**config.mk**
```make
export PLATFORM = sky130hd
export DESIGN_NAME = mfc_cell
export DESIGN_NICKNAME = d
export VERILOG_FILES = /design/src/design/mfc_pkg.sv /design/src/design/mfc_cell.sv
export SDC_FILE = /design/constraint.sdc
export NUM_CORES = 1
export LEC_CHECK = 0
export BUFFER_PORTS_ARGS = -buffer_cell sky130_fd_sc_hd__buf_2
export CAP_MARGIN = 20
export CORE_UTILIZATION = 40
export CTS_CLUSTER_DIAMETER = 60
export DETAILED_ROUTE_END_ITERATION = 6
export GPL_ROUTABILITY_DRIVEN = 0
export SYNTH_ARGS = -nofsm -noshare
export SYNTH_HDL_FRONTEND = slang
export SYNTH_SLANG_ARGS = --single-unit
```
**constraint.sdc**
```tcl
create_clock -name clk -period 6.6 [get_ports clk]
set_input_delay 1.32 -clock clk [delete_from_list [all_inputs] [get_ports clk]]
set_output_delay 1.32 -clock clk [all_outputs]
set_load 0.02 [all_outputs]
```
**src/design/mfc_pkg.sv**
```systemverilog
`timescale 1ns / 1ps
// ---------------------------------------------------------------------------
// mfc_pkg: shared definitions of the multichannel FIR convolver
// Field widths, register indexes, parameter defaults and the control
// group that the top level sends down its row of tap cells.
// ---------------------------------------------------------------------------
package mfc_pkg;

  // Parameter defaults.
  localparam int DEF_MAX_TAPS    = 7;
  localparam int DEF_CHANNELS    = 2;
  localparam int DEF_SAMPLE_BITS = 16;

  // Fixed field widths.
  localparam int CH_W     = 1;
  localparam int IN_W     = 16;
  localparam int COEFF_W  = 16;
  localparam int SUM_W    = 34;
  localparam int TAP_W    = 3;
  localparam int IDX_W    = 3;
  localparam int NUM_COEFF = 7;

  // Register indexes of the configuration port.
  localparam logic [IDX_W-1:0] REG_TAP_COUNT = 3'd0;
  localparam logic [IDX_W-1:0] REG_COEFF_0   = 3'd1;

  localparam logic [TAP_W-1:0] TAP_COUNT_RESET = 3'd1;

  // Control that every tap cell sees in the same cycle.
  typedef struct packed {
    logic            load;   // product registers take new values
    logic            shift;  // a sample enters the delay line
    logic            clear;  // the selected channel is emptied instead
    logic [CH_W-1:0] ch;     // channel of the sample being issued
  } cell_ctrl_t;

endpackage

```
**src/design/mfc_cell.sv**
```systemverilog
`timescale 1ns / 1ps
// ---------------------------------------------------------------------------
// mfc_cell: one tap of the direct-form FIR row
// Multiplies the window sample it receives by its coefficient, and (when KEEP
// is set) keeps that sample per channel to hand to the next cell on the following beat.
// ---------------------------------------------------------------------------
module mfc_cell #(
  parameter int SAMPLE_BITS = 16,
  parameter int CHANNELS    = 2,
  parameter bit KEEP        = 1'b1
) (
  input  logic                                    clk,
  input  logic                                    rst_n,
  input  mfc_pkg::cell_ctrl_t                     ctrl,
  input  logic signed [SAMPLE_BITS-1:0]           win_in,
  input  logic signed [mfc_pkg::COEFF_W-1:0]      coeff,
  input  logic                                    tap_on,
  output logic signed [SAMPLE_BITS-1:0]           win_out,
  output logic signed [SAMPLE_BITS+mfc_pkg::COEFF_W-1:0] prod_r
);
  import mfc_pkg::*;

  localparam int PW = SAMPLE_BITS + COEFF_W;

  logic signed [PW-1:0] prod_nxt;

  // Taps beyond the active count contribute nothing.
  always_comb begin
    prod_nxt = '0;
    if (tap_on) begin
      prod_nxt = win_in * coeff;
    end
  end

  always_ff @(posedge clk) begin
    if (ctrl.load) begin
      prod_r <= prod_nxt;
    end
  end

  if (KEEP) begin : g_store
    logic signed [SAMPLE_BITS-1:0] tap_r [CHANNELS];

    for (genvar c = 0; c < CHANNELS; c++) begin : g_ch
      always_ff @(posedge clk) begin
        if (!rst_n) begin
          tap_r[c] <= '0;
        end else if (ctrl.shift && ctrl.ch == CH_W'(c)) begin
          tap_r[c] <= ctrl.clear ? '0 : win_in;
        end
      end
    end

    always_comb begin
      win_out = '0;
      for (int c = 0; c < CHANNELS; c++) begin
        if (ctrl.ch == CH_W'(c)) begin
          win_out = tap_r[c];
        end
      end
    end
  end else begin : g_nostore
    assign win_out = '0;
  end

endmodule
```
# Yosys cells after proc, flatten, opt, wreduce, memory -nomap -nowiden
# Memory sizes are Yosys's and may differ from the RTL's.
# Cells that the tools add are included.
dict set report totals {
  ff_bits 32
  ram_bits 32
  inputBits 39
  output_inout_bits 48
  wordCells 19
  mem_count 1
}
# name depth width rd rd_ports_with_merged_regs wr line_no
set mem_list {}
lappend mem_list {g_store.tap_r 2 16 2 0 2 mfc_cell.sv:42} ;# logic signed [SAMPLE_BITS-1:0] tap_r [CHANNELS];
dict set report classes {
  n_mul 1
  muxes 11
  n_bitwise 3
  reduce_logical 2
}
# cell n
set op_table {}
lappend op_table {{$mux W16} 4}
lappend op_table {{$mul A16 B16 Y32} 1}
lappend op_table {{$mux W1} 7}
lappend op_table {{$logic_and A1 B1 Y1} 2}
lappend op_table {{$or A1 B1 Y1} 2}
lappend op_table {{$not A1 Y1} 1}

# Logic depth before layout (Yosys ltp)
dict set report depth {
  ltp_word 6
  depth_mapped 22
}

# Worst setup path after synthesis
# No wires, ideal clock.
dict set report synth_timing {
  kind {input to register}
  from {in win_in[15]}
  to {reg prod_r[31] in the netlist's numbering (data pin)}
  arrival_time_ns 6.555
  t_required_ns 6.342
  setup_slack_ns -0.212
  stages 18
  path_buffers 1
  cell_sequence {clkbuf_1 nand2_1 fa_1 inv_1 fa_1 fa_1 fa_1 fa_1 inv_1 fa_1 inv_1 ha_1 a2111oi_0 o31ai_1 o22ai_1 o31a_1 o31a_1 mux2i_1}
}
dict set report synth_via {
  elab_chain_len 1
}
# element line_no
set synth_lines {}
lappend synth_lines {{from (decl)} mfc_cell.sv:15} ;# input logic signed [SAMPLE_BITS-1:0] win_in,
lappend synth_lines {{$mul A16 B16 Y32} mfc_cell.sv:31} ;# prod_nxt = win_in * coeff;
lappend synth_lines {{to (signal assigned)} mfc_cell.sv:37} ;# prod_r <= prod_nxt;
lappend synth_lines {{to (decl)} mfc_cell.sv:19} ;# output logic signed [SAMPLE_BITS+mfc_pkg::COEFF_W-1:0] prod_r
# No other way between the ends.
# A chain may end at the register's enable or synchronous reset.

# Final worst setup path
# Ends and elaborated chain as after synthesis.

==> flow_metrics.env <==
export IMPL_yosysSeqAreaShare_pct=15.30
export IMPL_netlist_area_sq_um=12560
export IMPL_max_freq_mhz=156.1
export IMPL_min_path_type="in2reg"
export IMPL_grt_max_degree=33
export IMPL_grt_total_usage_pct=19.62
export IMPL_fillCellCount=2980
export IMPL_core_region_area_sq_um=30750
export IMPL_grt_overflow=0
export IMPL_drt_iter0_drc=420
export IMPL_viasPerCell=4.847
export IMPL_layoutNonFillerInstCount=1880
export IMPL_multi_input_area_sq_um=9477
export IMPL_cts_made_buffers=9
export IMPL_slew_viol_final=0
export IMPL_die_w_um=179.2
export IMPL_nets=1864
export IMPL_slowest_stage="fa_2"
export IMPL_cp_end_kind="flop"
export IMPL_tightestPinTransition_ns=0.8797
export IMPL_slowest_delay_ns=0.59
export IMPL_startpoint_type="primary input"
export IMPL_required_ns=6.70
export IMPL_drt_wl_total_mm=28.77
export IMPL_rsz0062_at_grt="true"
export IMPL_cp_top_family="adder cells"
export IMPL_drc_errors=20
export IMPL_hpwl_mm=25.37
export IMPL_cp_common_cell="fa_1"
export IMPL_synth_edf_count=64
export IMPL_crit_fanout=7
export IMPL_antenna_cells=0
export IMPL_initial_core_util_pct=40.85
export IMPL_ioPinCount=87
export IMPL_timing_final_crit_share_pct=97.09
export IMPL_min_period_ns=6.408
export IMPL_die_y_um=179.2
export IMPL_dp_cells=1863
export IMPL_cts_buffer_depth=2
export IMPL_cts_tree="done"
export IMPL_synth_flop_cell="edfxtp_1"
export IMPL_path_cells="clkbuf_4 -> buf_6 -> nand2_1 -> fa_1 -> inv_1 -> fa_2 -> buf_4 -> fa_1 -> fa_1 -> fa_1 -> fa_1 -> ha_1 -> o21ai_0 -> o31ai_1 -> buf_4 -> inv_1 -> o31a_1 -> o31a_1 -> mux2i_1"
export IMPL_synth_seq_cells=64
export IMPL_cts_root_buf="clkbuf_16"
export IMPL_port_buffers=86
export IMPL_dieArea_sq_um=32110
export IMPL_synthCells=1277
export IMPL_synth_area_per_cell_sq_um=9.836
export IMPL_crit_type="in2reg"
export IMPL_synth_distinct_cells=50
export IMPL_synth_nets=1660
export IMPL_grt_pass1_vias=9819
export IMPL_status="finished with violations"
export IMPL_vias=9112
export IMPL_path_clk_slew_ns=0.06
export IMPL_antenna_left=0
export IMPL_final_util_pct=48.57
export IMPL_num_rows=64
export IMPL_layout_commonest_cell="inv_1"
export IMPL_yosys_warnings=0
export IMPL_antenna_found_initial=1
export IMPL_relSlewSlack_pct=41.13
export IMPL_finalSetupViolCount=0
export IMPL_layout_area_seq_sq_um=1922
export IMPL_synthToLayoutAreaGrowth_pct=18.91
export IMPL_firstDrtPassIters=7
export IMPL_cts_sinks=64
export IMPL_htree_levels=3
export IMPL_hold_viol=0
export IMPL_drive_above_1_share_pct=20.15
export IMPL_critPathBufInv=6
export IMPL_failed_checks="design-rule violations"
export IMPL_async_flop_share_pct=0
export IMPL_grt_pass1_wl_mm=48.20
export IMPL_wl_per_cell_um=15.30
export IMPL_final_cell_mix="inv_1, fa_1, and2_1"
export IMPL_max_cap_violations=0
export IMPL_cp_arrival_ns=6.51
[area by class of cell]
type                    count  area share [%]
repair buffers            235           10.88
flip-flops and latches     64           12.87
clock inverters             5          0.3351
multi-input cells         867           63.45
well taps                 396           3.317
clock buffers               9           1.508
inverters                 304           7.640
[synth_stat cells, drive strengths merged (2+ instances only)]
cell type	n	area [sq um]
inv	303	1137
fa	262	5245
and2	162	1013
nand2	140	525.5
ha	82	1026
edfxtp	64	1922
clkbuf	41	153.9
nor2	37	138.9
a21oi	18	101.4
mux2	16	180.2
o21ai	16	80.07
xnor2	15	131.4
nand2b	14	87.58
nor3	11	55.05
a21o	10	75.07
a211oi	9	72.57
mux2i	8	80.08
nand3	6	30.03
o21a	6	45.04
o21bai	5	37.54
xor2	5	43.79
nor3b	4	30.03
o31a	4	35.03
o31ai	4	30.03
a211o	3	26.28
or3	3	18.77
a2111oi	2	17.52
a221oi	2	23.77
a31oi	2	12.51
and3	2	12.51
nand4	2	12.51
nor4	2	12.51
o211a	2	20.02
o21ba	2	20.02
or2	2	12.51
[registers in the layout (all words and copies together), names as in the netlist]
register	count
g_store.tap_r	32
prod_r	32
[stage by stage]
stage                     setup WS [ns]  hold WS (ns)  instance area, sq um  setup TNS, ns
after detailed placement        -0.3224         1.765                 14470         -2.965
after floorplan                 0.02095         1.433                 12570              0
after global routing           -0.02874         1.532                 14940       -0.08118
after global placement          -0.2365         1.763                 14470         -2.283
after CTS                       0.01037         1.508                 14750              0
final                            0.1921         1.516                 14940              0
[worst paths after layout]
| check | slack [ns] | to | depth (start not counted) | start |
|---|---|---|---|---|
| worst max-delay path | 0.19 | prod_r[31] | 19 | win_in[15] |
| worst min-delay path | 1.52 | g_store.tap_r[0][6] | 2 | win_in[6] |
[per-layer routing]
layer / part of all wire, % / wire length [um] / GRT usage, % / vias to the layer above
met5: 0.045 / 13 / 0 / -
met4: 1.4 / 402 / 4.762 / 2
li1: - / - / - / 4258
met2: 52 / 14960 / 34.70 / 173
met1: 43 / 12330 / 25.27 / 4656
met3: 3.7 / 1063 / 2.608 / 23
[kinds of logic (layout without fill, tap and decap cells)]
logic type / Yosys count / after routing / synth area share (%)
adder cells (fa/ha/maj): 344 / 344 / 49.93
XOR/XNOR: 20 / 20 / 1.395
multiplexers: 24 / 24 / 2.072
buffers and inverters: 346 / 553 / 10.34
AND/OR/NAND/NOR: 386 / 386 / 15.59
flip-flops: 64 / 64 / 15.30
AO/OA/AOI/OAI: 93 / 93 / 5.379
[repair_timing]
item / CTS / global route
hold buffers: 0 / 0
endpoints found under the setup margin: 0 / 11
resized for setup: 0 / 50
setup buffers: 0 / 2
Power is left out: the tool's default activity adds up to more than one toggle a clock period on the data nets, which glitch-free logic cannot reach.
